## config.mk

```make
export PLATFORM = sky130hd
export DESIGN_NAME = integer_literal_parser
export DESIGN_NICKNAME = d
export VERILOG_FILES = /design/src/ilp_pkg.sv /design/src/ilp_digit_acc.sv /design/src/integer_literal_parser.sv
export SDC_FILE = /design/constraint.sdc
export NUM_CORES = 1
export LEC_CHECK = 0
export BUFFER_PORTS_ARGS = -buffer_cell sky130_fd_sc_hd__clkbuf_2
export CELL_PAD_IN_SITES_DETAIL_PLACEMENT = 0
export CELL_PAD_IN_SITES_GLOBAL_PLACEMENT = 1
export CORE_UTILIZATION = 45
export DETAILED_ROUTE_END_ITERATION = 10
export GPL_ROUTABILITY_DRIVEN = 0
export GPL_TIMING_DRIVEN = 0
export PLACE_DENSITY = 0.79
export SYNTH_ARGS = -nofsm -noshare
export SYNTH_HDL_FRONTEND = slang
export SYNTH_HIERARCHICAL = 1
export SYNTH_SLANG_ARGS = --single-unit
```

## constraint.sdc

```tcl
create_clock -name aclk -period 18.39 [get_ports aclk]
set_input_delay 3.678 -clock aclk [delete_from_list [all_inputs] [get_ports aclk]]
set_output_delay 3.678 -clock aclk [all_outputs]
set_load 0.02 [all_outputs]
```

## src/ilp_pkg.sv

```systemverilog
// Integer literal parser package: transaction structs, phase and base codes,
// character constants and small decode functions.
// No dependencies.
package ilp_pkg;

    // configuration register
    localparam int INT_BITS_W = 6;
    localparam logic [INT_BITS_W-1:0] INT_BITS_RESET = 6'd31;

    // input transaction: one character of the string
    typedef struct packed {
        logic [7:0] char_code;
        logic       last_char;
    } in_t;

    // result transaction: one per string
    typedef struct packed {
        logic [31:0] parsed_bits;
        logic        parse_failed;
    } out_t;

    // parse phase, one-hot
    typedef enum logic [4:0] {
        PH_START  = 5'b00001,
        PH_PREFIX = 5'b00010,
        PH_ZERO   = 5'b00100,
        PH_NEED   = 5'b01000,
        PH_DIGITS = 5'b10000
    } phase_t;

    // number base selected by the prefix
    typedef enum logic [1:0] {
        BASE_DEC = 2'd0,
        BASE_HEX = 2'd1,
        BASE_OCT = 2'd2,
        BASE_BIN = 2'd3
    } base_t;

    // characters
    localparam logic [7:0] CH_MINUS = 8'h2D;
    localparam logic [7:0] CH_PLUS  = 8'h2B;
    localparam logic [7:0] CH_ZERO  = 8'h30;
    localparam logic [7:0] CH_UNDER = 8'h5F;
    localparam logic [7:0] CH_LX    = 8'h78;
    localparam logic [7:0] CH_UX    = 8'h58;
    localparam logic [7:0] CH_LO    = 8'h6F;
    localparam logic [7:0] CH_UO    = 8'h4F;
    localparam logic [7:0] CH_LB    = 8'h62;
    localparam logic [7:0] CH_UB    = 8'h42;
    localparam logic [7:0] CH_LU    = 8'h75;
    localparam logic [7:0] CH_UU    = 8'h55;

    // digit value of a character, 16 when it is no hex digit
    function automatic logic [4:0] digit_value(input logic [7:0] c);
        logic [4:0] d;
        d = 5'd16;
        if (c >= 8'h30 && c <= 8'h39) begin
            d = 5'(c - 8'h30);
        end else if (c >= 8'h41 && c <= 8'h46) begin
            d = 5'(c - 8'h41 + 8'd10);
        end else if (c >= 8'h61 && c <= 8'h66) begin
            d = 5'(c - 8'h61 + 8'd10);
        end
        return d;
    endfunction

    // radix of a base code
    function automatic logic [4:0] base_value(input base_t b);
        logic [4:0] v;
        unique case (b)
            BASE_HEX: v = 5'd16;
            BASE_OCT: v = 5'd8;
            BASE_BIN: v = 5'd2;
            default:  v = 5'd10;
        endcase
        return v;
    endfunction

endpackage

```

## src/ilp_digit_acc.sv

```systemverilog
// Digit accumulate unit: acc * base + digit with multiply and add overflow flags.
// Depends on ilp_pkg.
module ilp_digit_acc #(
    parameter int ACC_WIDTH = 32
) (
    input  logic [ACC_WIDTH-1:0] acc,
    input  ilp_pkg::base_t       base_code,
    input  logic [3:0]           digit,
    output logic [ACC_WIDTH-1:0] sum,
    output logic                 mul_ovf,
    output logic                 add_carry
);

    localparam logic [ACC_WIDTH-1:0] ACC_MASK = {ACC_WIDTH{1'b1}};
    localparam logic [ACC_WIDTH-1:0] LIM_DEC  = ACC_MASK / 10;
    localparam logic [ACC_WIDTH-1:0] LIM_HEX  = ACC_MASK >> 4;
    localparam logic [ACC_WIDTH-1:0] LIM_OCT  = ACC_MASK >> 3;
    localparam logic [ACC_WIDTH-1:0] LIM_BIN  = ACC_MASK >> 1;

    logic [ACC_WIDTH-1:0] product;
    logic [ACC_WIDTH:0]   wide_sum;

    // shift-and-add multiply by the constant radix
    always_comb begin
        unique case (base_code)
            ilp_pkg::BASE_HEX: begin
                product = acc << 4;
                mul_ovf = acc > LIM_HEX;
            end
            ilp_pkg::BASE_OCT: begin
                product = acc << 3;
                mul_ovf = acc > LIM_OCT;
            end
            ilp_pkg::BASE_BIN: begin
                product = acc << 1;
                mul_ovf = acc > LIM_BIN;
            end
            default: begin
                product = (acc << 3) + (acc << 1);
                mul_ovf = acc > LIM_DEC;
            end
        endcase
    end

    // add the digit, carry out means overflow
    assign wide_sum  = {1'b0, product} + (ACC_WIDTH+1)'(digit);
    assign sum       = wide_sum[ACC_WIDTH-1:0];
    assign add_carry = wide_sum[ACC_WIDTH];

endmodule

```

## src/integer_literal_parser.sv

```systemverilog
// Integer literal parser top level: input register, per-string parse state,
// range check and result register.
// Depends on ilp_pkg and ilp_digit_acc.
//
//  channel | ports                          | transaction
//  --------+--------------------------------+-----------------------------------
//  input   | s_valid, s_ready, s_data       | one character plus last flag
//  result  | m_valid, m_ready, m_data       | parsed bits and fail flag per string
//  config  | cfg_wr_en, cfg_wr_data         | int_bits, written without wait
//
// The digit accumulate loop sets the rate: one character a cycle while no last
// character waits for the result slot. A character passes the input register before
// it steps the parse state, at the edge that loads a last character's result into m_data.
// Reset (aresetn low, synchronous) clears the parse state, both valid bits and
// sets int_bits to 31. A stalled result only holds back a last character;
// other characters keep flowing while the result waits.
module integer_literal_parser #(
    parameter int ACC_WIDTH = 32
) (
    input  logic                                aclk,
    input  logic                                aresetn,
    input  logic                                s_valid,
    output logic                                s_ready,
    input  ilp_pkg::in_t                        s_data,
    output logic                                m_valid,
    input  logic                                m_ready,
    output ilp_pkg::out_t                       m_data,
    input  logic                                cfg_wr_en,
    input  logic [ilp_pkg::INT_BITS_W-1:0]      cfg_wr_data
);

    localparam int NB_W = ilp_pkg::INT_BITS_W + 1;

    // input register
    logic         in_valid_reg;
    ilp_pkg::in_t in_data_reg;

    // result register
    logic          m_valid_reg;
    ilp_pkg::out_t m_data_reg;

    // configuration
    logic [ilp_pkg::INT_BITS_W-1:0] int_bits_reg;

    // per-string state
    ilp_pkg::phase_t      phase_reg, phase_next;
    logic                 negative_reg, negative_next;
    ilp_pkg::base_t       base_code_reg, base_code_next;
    logic                 unsigned_reg, unsigned_next;
    logic [ACC_WIDTH-1:0] acc_reg, acc_next;
    logic                 failed_reg, failed_next;

    // step results before the end-of-string clear
    ilp_pkg::phase_t      phase_upd;
    logic                 negative_upd;
    ilp_pkg::base_t       base_code_upd;
    logic                 unsigned_upd;
    logic [ACC_WIDTH-1:0] acc_upd;
    logic                 failed_upd;

    logic                 out_free;
    logic                 step_go;
    logic [7:0]           ch;
    logic [4:0]           digit;
    logic                 digit_ok;
    logic [ACC_WIDTH-1:0] acc_sum;
    logic                 mul_ovf;
    logic                 add_carry;

    logic [NB_W-1:0]      nbits;
    logic [ACC_WIDTH:0]   res_ext;
    logic [ACC_WIDTH:0]   lim_s;
    logic [ACC_WIDTH:0]   lim_u;
    logic                 bad;
    logic [ACC_WIDTH-1:0] bits_full;
    logic [ACC_WIDTH+31:0] bits_ext;
    ilp_pkg::out_t        result;

    // handshake
    assign out_free = !m_valid_reg || m_ready;
    assign step_go  = in_valid_reg && (!in_data_reg.last_char || out_free);
    assign s_ready  = !in_valid_reg || step_go;
    assign m_valid  = m_valid_reg;
    assign m_data   = m_data_reg;

    // character decode
    assign ch       = in_data_reg.char_code;
    assign digit    = ilp_pkg::digit_value(ch);
    assign digit_ok = digit < ilp_pkg::base_value(base_code_reg);

    ilp_digit_acc #(
        .ACC_WIDTH (ACC_WIDTH)
    ) u_digit_acc (
        .acc       (acc_reg),
        .base_code (base_code_reg),
        .digit     (digit[3:0]),
        .sum       (acc_sum),
        .mul_ovf   (mul_ovf),
        .add_carry (add_carry)
    );

    // parse step for one character
    always_comb begin
        phase_upd     = phase_reg;
        negative_upd  = negative_reg;
        base_code_upd = base_code_reg;
        unsigned_upd  = unsigned_reg;
        acc_upd       = acc_reg;
        failed_upd    = failed_reg;
        if (!failed_reg) begin
            unique case (phase_reg)
                ilp_pkg::PH_START, ilp_pkg::PH_PREFIX, ilp_pkg::PH_NEED: begin
                    if (phase_reg == ilp_pkg::PH_START && ch == ilp_pkg::CH_MINUS) begin
                        negative_upd = 1'b1;
                        phase_upd    = ilp_pkg::PH_PREFIX;
                    end else if (phase_reg == ilp_pkg::PH_START
                                 && ch == ilp_pkg::CH_PLUS) begin
                        phase_upd = ilp_pkg::PH_PREFIX;
                    end else if (phase_reg != ilp_pkg::PH_NEED
                                 && ch == ilp_pkg::CH_ZERO) begin
                        acc_upd   = '0;
                        phase_upd = ilp_pkg::PH_ZERO;
                    end else if (!digit_ok) begin
                        // first digit not valid for the base
                        failed_upd = 1'b1;
                    end else begin
                        acc_upd   = ACC_WIDTH'(digit);
                        phase_upd = ilp_pkg::PH_DIGITS;
                    end
                end
                ilp_pkg::PH_ZERO, ilp_pkg::PH_DIGITS: begin
                    // prefix letter after a leading zero
                    if (phase_reg == ilp_pkg::PH_ZERO) begin
                        phase_upd = ilp_pkg::PH_DIGITS;
                        case (ch) inside
                            ilp_pkg::CH_LX, ilp_pkg::CH_UX: begin
                                base_code_upd = ilp_pkg::BASE_HEX;
                                unsigned_upd  = 1'b1;
                                phase_upd     = ilp_pkg::PH_NEED;
                            end
                            ilp_pkg::CH_LO, ilp_pkg::CH_UO: begin
                                base_code_upd = ilp_pkg::BASE_OCT;
                                unsigned_upd  = 1'b1;
                                phase_upd     = ilp_pkg::PH_NEED;
                            end
                            ilp_pkg::CH_LB, ilp_pkg::CH_UB: begin
                                base_code_upd = ilp_pkg::BASE_BIN;
                                unsigned_upd  = 1'b1;
                                phase_upd     = ilp_pkg::PH_NEED;
                            end
                            ilp_pkg::CH_LU, ilp_pkg::CH_UU: begin
                                base_code_upd = ilp_pkg::BASE_DEC;
                                unsigned_upd  = 1'b1;
                                phase_upd     = ilp_pkg::PH_NEED;
                            end
                            default: begin
                            end
                        endcase
                    end
                    // further digit, underscores skipped
                    if (phase_upd == ilp_pkg::PH_DIGITS && ch != ilp_pkg::CH_UNDER) begin
                        if (!digit_ok || mul_ovf) begin
                            failed_upd = 1'b1;
                        end else begin
                            acc_upd    = acc_sum;
                            failed_upd = add_carry;
                        end
                    end
                end
                default: begin
                    failed_upd = 1'b1;
                end
            endcase
        end
    end

    // range check and sign for the end of string
    always_comb begin
        if (int_bits_reg < ilp_pkg::INT_BITS_W'(2)) begin
            nbits = NB_W'(2);
        end else if ({1'b0, int_bits_reg} > NB_W'(ACC_WIDTH)) begin
            nbits = NB_W'(ACC_WIDTH);
        end else begin
            nbits = {1'b0, int_bits_reg};
        end
        res_ext = {1'b0, acc_upd};
        lim_s   = (ACC_WIDTH+1)'(1) << (nbits - NB_W'(1));
        lim_u   = (ACC_WIDTH+1)'(1) << nbits;
        bad     = failed_upd
                  || (phase_upd != ilp_pkg::PH_ZERO && phase_upd != ilp_pkg::PH_DIGITS);
        if (!bad) begin
            if (!unsigned_upd) begin
                bad = negative_upd ? (res_ext > lim_s) : (res_ext >= lim_s);
            end else begin
                // at full width lim_u exceeds every value
                bad = res_ext >= lim_u;
            end
        end
        if (bad) begin
            bits_full = '0;
        end else if (negative_upd) begin
            bits_full = '0 - acc_upd;
        end else begin
            bits_full = acc_upd;
        end
        bits_ext            = {32'b0, bits_full};
        result.parsed_bits  = bits_ext[31:0];
        result.parse_failed = bad;
    end

    // next state, cleared after the last character
    always_comb begin
        phase_next     = phase_reg;
        negative_next  = negative_reg;
        base_code_next = base_code_reg;
        unsigned_next  = unsigned_reg;
        acc_next       = acc_reg;
        failed_next    = failed_reg;
        if (step_go) begin
            if (in_data_reg.last_char) begin
                phase_next     = ilp_pkg::PH_START;
                negative_next  = 1'b0;
                base_code_next = ilp_pkg::BASE_DEC;
                unsigned_next  = 1'b0;
                acc_next       = '0;
                failed_next    = 1'b0;
            end else begin
                phase_next     = phase_upd;
                negative_next  = negative_upd;
                base_code_next = base_code_upd;
                unsigned_next  = unsigned_upd;
                acc_next       = acc_upd;
                failed_next    = failed_upd;
            end
        end
    end

    // parse state registers
    always_ff @(posedge aclk) begin
        if (!aresetn) begin
            phase_reg     <= ilp_pkg::PH_START;
            negative_reg  <= 1'b0;
            base_code_reg <= ilp_pkg::BASE_DEC;
            unsigned_reg  <= 1'b0;
            acc_reg       <= '0;
            failed_reg    <= 1'b0;
        end else begin
            phase_reg     <= phase_next;
            negative_reg  <= negative_next;
            base_code_reg <= base_code_next;
            unsigned_reg  <= unsigned_next;
            acc_reg       <= acc_next;
            failed_reg    <= failed_next;
        end
    end

    // input register
    always_ff @(posedge aclk) begin
        if (!aresetn) begin
            in_valid_reg <= 1'b0;
        end else if (s_ready) begin
            in_valid_reg <= s_valid;
        end
    end

    always_ff @(posedge aclk) begin
        if (s_ready && s_valid) begin
            in_data_reg <= s_data;
        end
    end

    // result register
    always_ff @(posedge aclk) begin
        if (!aresetn) begin
            m_valid_reg <= 1'b0;
        end else if (step_go && in_data_reg.last_char) begin
            m_valid_reg <= 1'b1;
        end else if (m_ready) begin
            m_valid_reg <= 1'b0;
        end
    end

    always_ff @(posedge aclk) begin
        if (step_go && in_data_reg.last_char) begin
            m_data_reg <= result;
        end
    end

    // configuration register
    always_ff @(posedge aclk) begin
        if (!aresetn) begin
            int_bits_reg <= ilp_pkg::INT_BITS_RESET;
        end else if (cfg_wr_en) begin
            int_bits_reg <= cfg_wr_data;
        end
    end

    // a last character always leaves a result behind
    assert property (@(posedge aclk) disable iff (!aresetn)
        step_go && in_data_reg.last_char |=> m_valid_reg)
    else $error("last character did not produce a result");

    // the string state is clean after a result is formed
    assert property (@(posedge aclk) disable iff (!aresetn)
        step_go && in_data_reg.last_char |=>
            phase_reg == ilp_pkg::PH_START && !failed_reg && acc_reg == '0)
    else $error("parse state not cleared after end of string");

    // a failed parse carries a zero pattern
    assert property (@(posedge aclk) disable iff (!aresetn)
        m_valid_reg && m_data_reg.parse_failed |-> m_data_reg.parsed_bits == 32'd0)
    else $error("failed parse with nonzero bits");

    // a last character is never consumed while the result slot is full
    assert property (@(posedge aclk) disable iff (!aresetn)
        step_go && in_data_reg.last_char |-> !m_valid_reg || m_ready)
    else $error("result overwritten before it was taken");

endmodule
```

==> results.md <==
* Hold WC Path Type: reg2reg
* WP data arrival at 8.83 ns
* TritonCTS Sinks at 92
* Final WL at around 35 mm
* Antenna violations before repair at 0
* Share of cells above drive strength 1 at between 10% and 20%
* CP Max Fanout at 10
* Post-route setup slack at a little under 10 ns
* H-tree levels at 3
* Starting density of the core at roughly 46%
* Core ar. at between 0.02 and 0.025 sq mm
* Die span in x at between 150 and 200 microns
* Area leader, netlist: ha_1
* VDD IR max at slightly below 0.05 mV
* Area Overhead vs Synth at 9.731%
* Fraction of registers with async set/reset at 0%
* Post-CTS Setup Inserts at 0
* Iter 0 DRT Violations at 915
* Largest net degree at the start of global routing at 35
* Tot GR Track Use at approximately 29%
* DRC Markers at 0
* Final HPWL DP at approximately 28 mm
* RSZ-0062 raised after global routing: no
* Yosys reg bits at 92
* Max Root-Sink Buffers at 2
* First-pass GRT wire length at around 56 mm
* Yosys Warn Count at 6
* Sequential-to-total area share from yosys stat at between 20 and 25%
* PwrDens at ~44 mW/mm^2
* Post-DR vias/cell at ~6.1
* Fillers at about 2.3k
* Fmax at between 100 and 150 MHz
* Crit path kind: reg2reg
* TritonCTS buffer count at 9
* TNS Setup at 0 ns
* Cell Area, Placed at approximately 0.012 sq mm
* Clock Skew at between 0.015 and 0.02 ns
* Number of routed nets with antenna violations at 0
* Pre-Repair DR Iteration Count at 5
* Worst slew margin at 31.94%
* ANT cells at 0
* Worst slew pin tran at 1.012 ns
* Startpoint types: register
* Port bufs at 52
* Final core utilization at between 50% and 60%
* Total chip power at 521.4 uW
* Critical Path Max Stage Delay at approximately 0.85 ns
* Clock tree from TritonCTS: built
* WP buf/inv at 8
* Slew Viols, Final at 0
* Tmin final at between 8 and 9 ns
* Clock root buffer: clkbuf_16
* Synth area leaders: ha_1, edfxtp_1, dfxtp_1
* Hold buffers post-CTS at 0
* Fin crit share at 46.94%
* Max reg flops at 33
* Leak at between 4 and 5 nW
* Vias in the first global route at about 10k
* Pre-CTS worst setup slack at roughly 9.9 ns
* Mapped Cells at 1,359
* Status: finished clean
* Die area at approximately 0.025 sq mm
* Synth Flop Type: dfxtp_1
* Worst skew pair latency at 0.36 ns
* Crit path max-delay family: compound AO/OA/AOI/OAI gates
* Die Y at between 150 and 200 microns
* Yosys top cell area share at a little under an eighth
* Synthesized area per cell at between 8 and 9 sq um
* Count of different cell masters after synthesis at about 110
* Critical path required time at ~19 ns
* Routed WL per cell at between 20 and 25 microns
* PostCTS Resize Cnt at 0
* Final hold vios at 0
* Crit. End Element: register
* Mapped Area at about 0.011 sq mm
* Post-layout nets at about 1.6k
* Clock-pin slew on the worst setup and hold paths at approximately 0.080 ns
* Total grt overflow at 0
* Total number of vias at 10.75k
* Final instance area at 0.01198 sq mm
* # rows at between 50 and 60
* Number of I/O pins at 55
* Final setup viols at 0
* EDFF count, synth at 42
* CP max-delay cell: a2111oi_0
* Max-cap violations at 0
-- per-layer routing --
| layer | vias up | routed length, microns | share of wire (%) | global-route usage, % |
|---|---|---|---|---|
| li1 | 5225 | - | - | - |
| met3 | 45 | 2064 | 5.8 | 3.723 |
| met5 | - | 0 | 0 | 0 |
| met4 | 0 | 606 | 1.7 | 7.120 |
| met1 | 5140 | 16350 | 46 | 39.73 |
| met2 | 342 | 16320 | 46 | 47.77 |
-- stage by stage --
step | hold WS (ns) | cells
final | 0.4688 | 1749
after global routing | 0.5260 | 1749
after CTS | 0.4791 | 1748
after detailed placement | 0.4598 | 1732
after global placement | 0.4454 | 1731
after floorplan | 0.4293 | 1360
-- cells in the mapped netlist (9+ instances only) --
library cell / instances
o22ai_1: 9
nand2_1: 156
a31oi_1: 23
buf_4: 15
nor3_1: 36
clkbuf_1: 32
buf_2: 20
nor4_1: 10
and3_1: 15
o21a_1: 12
nor2_1: 107
dfxtp_1: 50
nor2b_1: 53
a21o_1: 37
mux2i_1: 24
a22oi_1: 39
nand3_1: 33
a211oi_1: 11
xnor2_1: 46
a22o_1: 23
nand2b_1: 16
a21oi_1: 98
xor2_1: 27
inv_1: 33
o21ai_0: 59
o211ai_1: 15
edfxtp_1: 42
ha_1: 103
nand4_1: 22
-- cell families (layout without fill, tap and decap cells) --
family / after synthesis / in the layout / synth area share (%)
adder cells (fa/ha/maj): 105 / 105 / 12.17
other: 2 / 3 / 0.06880
AND/OR/NAND/NOR: 524 / 524 / 24.77
AO/OA/AOI/OAI: 417 / 417 / 27.30
multiplexers: 36 / 36 / 4.092
XOR/XNOR: 73 / 73 / 5.857
buffers and inverters: 110 / 180 / 5.009
flip-flops: 92 / 92 / 20.72
-- area by class of cell --
cell class | instances | area (sq um) | area share, %
inverter | 33 | 123.9 | 1.034
multi-input combinational | 1158 | 8110 | 67.71
clock buffer | 9 | 225.2 | 1.880
tap | 319 | 399.1 | 3.332
buffer | 77 | 422.9 | 3.531
timing repair buffer | 54 | 287.8 | 2.403
sequential | 92 | 2262 | 18.89
clock inverter | 7 | 146.4 | 1.222
-- worst min-delay path, delay by kind of cell, from the launching register on --
| family | cells | cell delay, ns |
|---|---|---|
| AO/OA/AOI/OAI | 1 | 0.04 |
| AND/OR/NAND/NOR | 1 | 0.07 |
| flip-flops | 1 | 0.33 |
-- power breakdown --
group	internal, mW	switching (mW)	leakage, nW	total, mW
sequential	0.217	0.00331	0.828	0.220
combinational	0.0210	0.0427	3.67	0.0637
clock	0.148	0.0900	0.180	0.238
-- cells in the final DEF (no fill, tap or decap), types with 12 or more instances in the layout --
master    count
nand2_1     156
nor2_1      107
ha_1        103
a21oi_1      98
o21ai_0      59
nor2b_1      53
clkbuf_2     52
dfxtp_1      50
xnor2_1      46
edfxtp_1     42
a22oi_1      39
a21o_1       37
nor3_1       36
nand3_1      33
clkbuf_1     32
inv_1        32
xor2_1       27
mux2i_1      24
a31oi_1      23
a22o_1       23
nand4_1      22
buf_2        20
buf_4        16
nand2b_1     16
o211ai_1     15
and3_1       15
o21a_1       12
-- final timing paths --
kind | depth (start not counted) | start | slack [ns] | end
max | 32 | base_code_reg[0] | 9.76 | m_data[17]
min | 2 | unsigned_reg | 0.47 | unsigned_reg
max reg2reg | 32 | base_code_reg[0] | 9.76 | m_data[17]
min reg2reg | 2 | unsigned_reg | 0.47 | unsigned_reg
No activity file was read; power rests on OpenSTA's default activity.
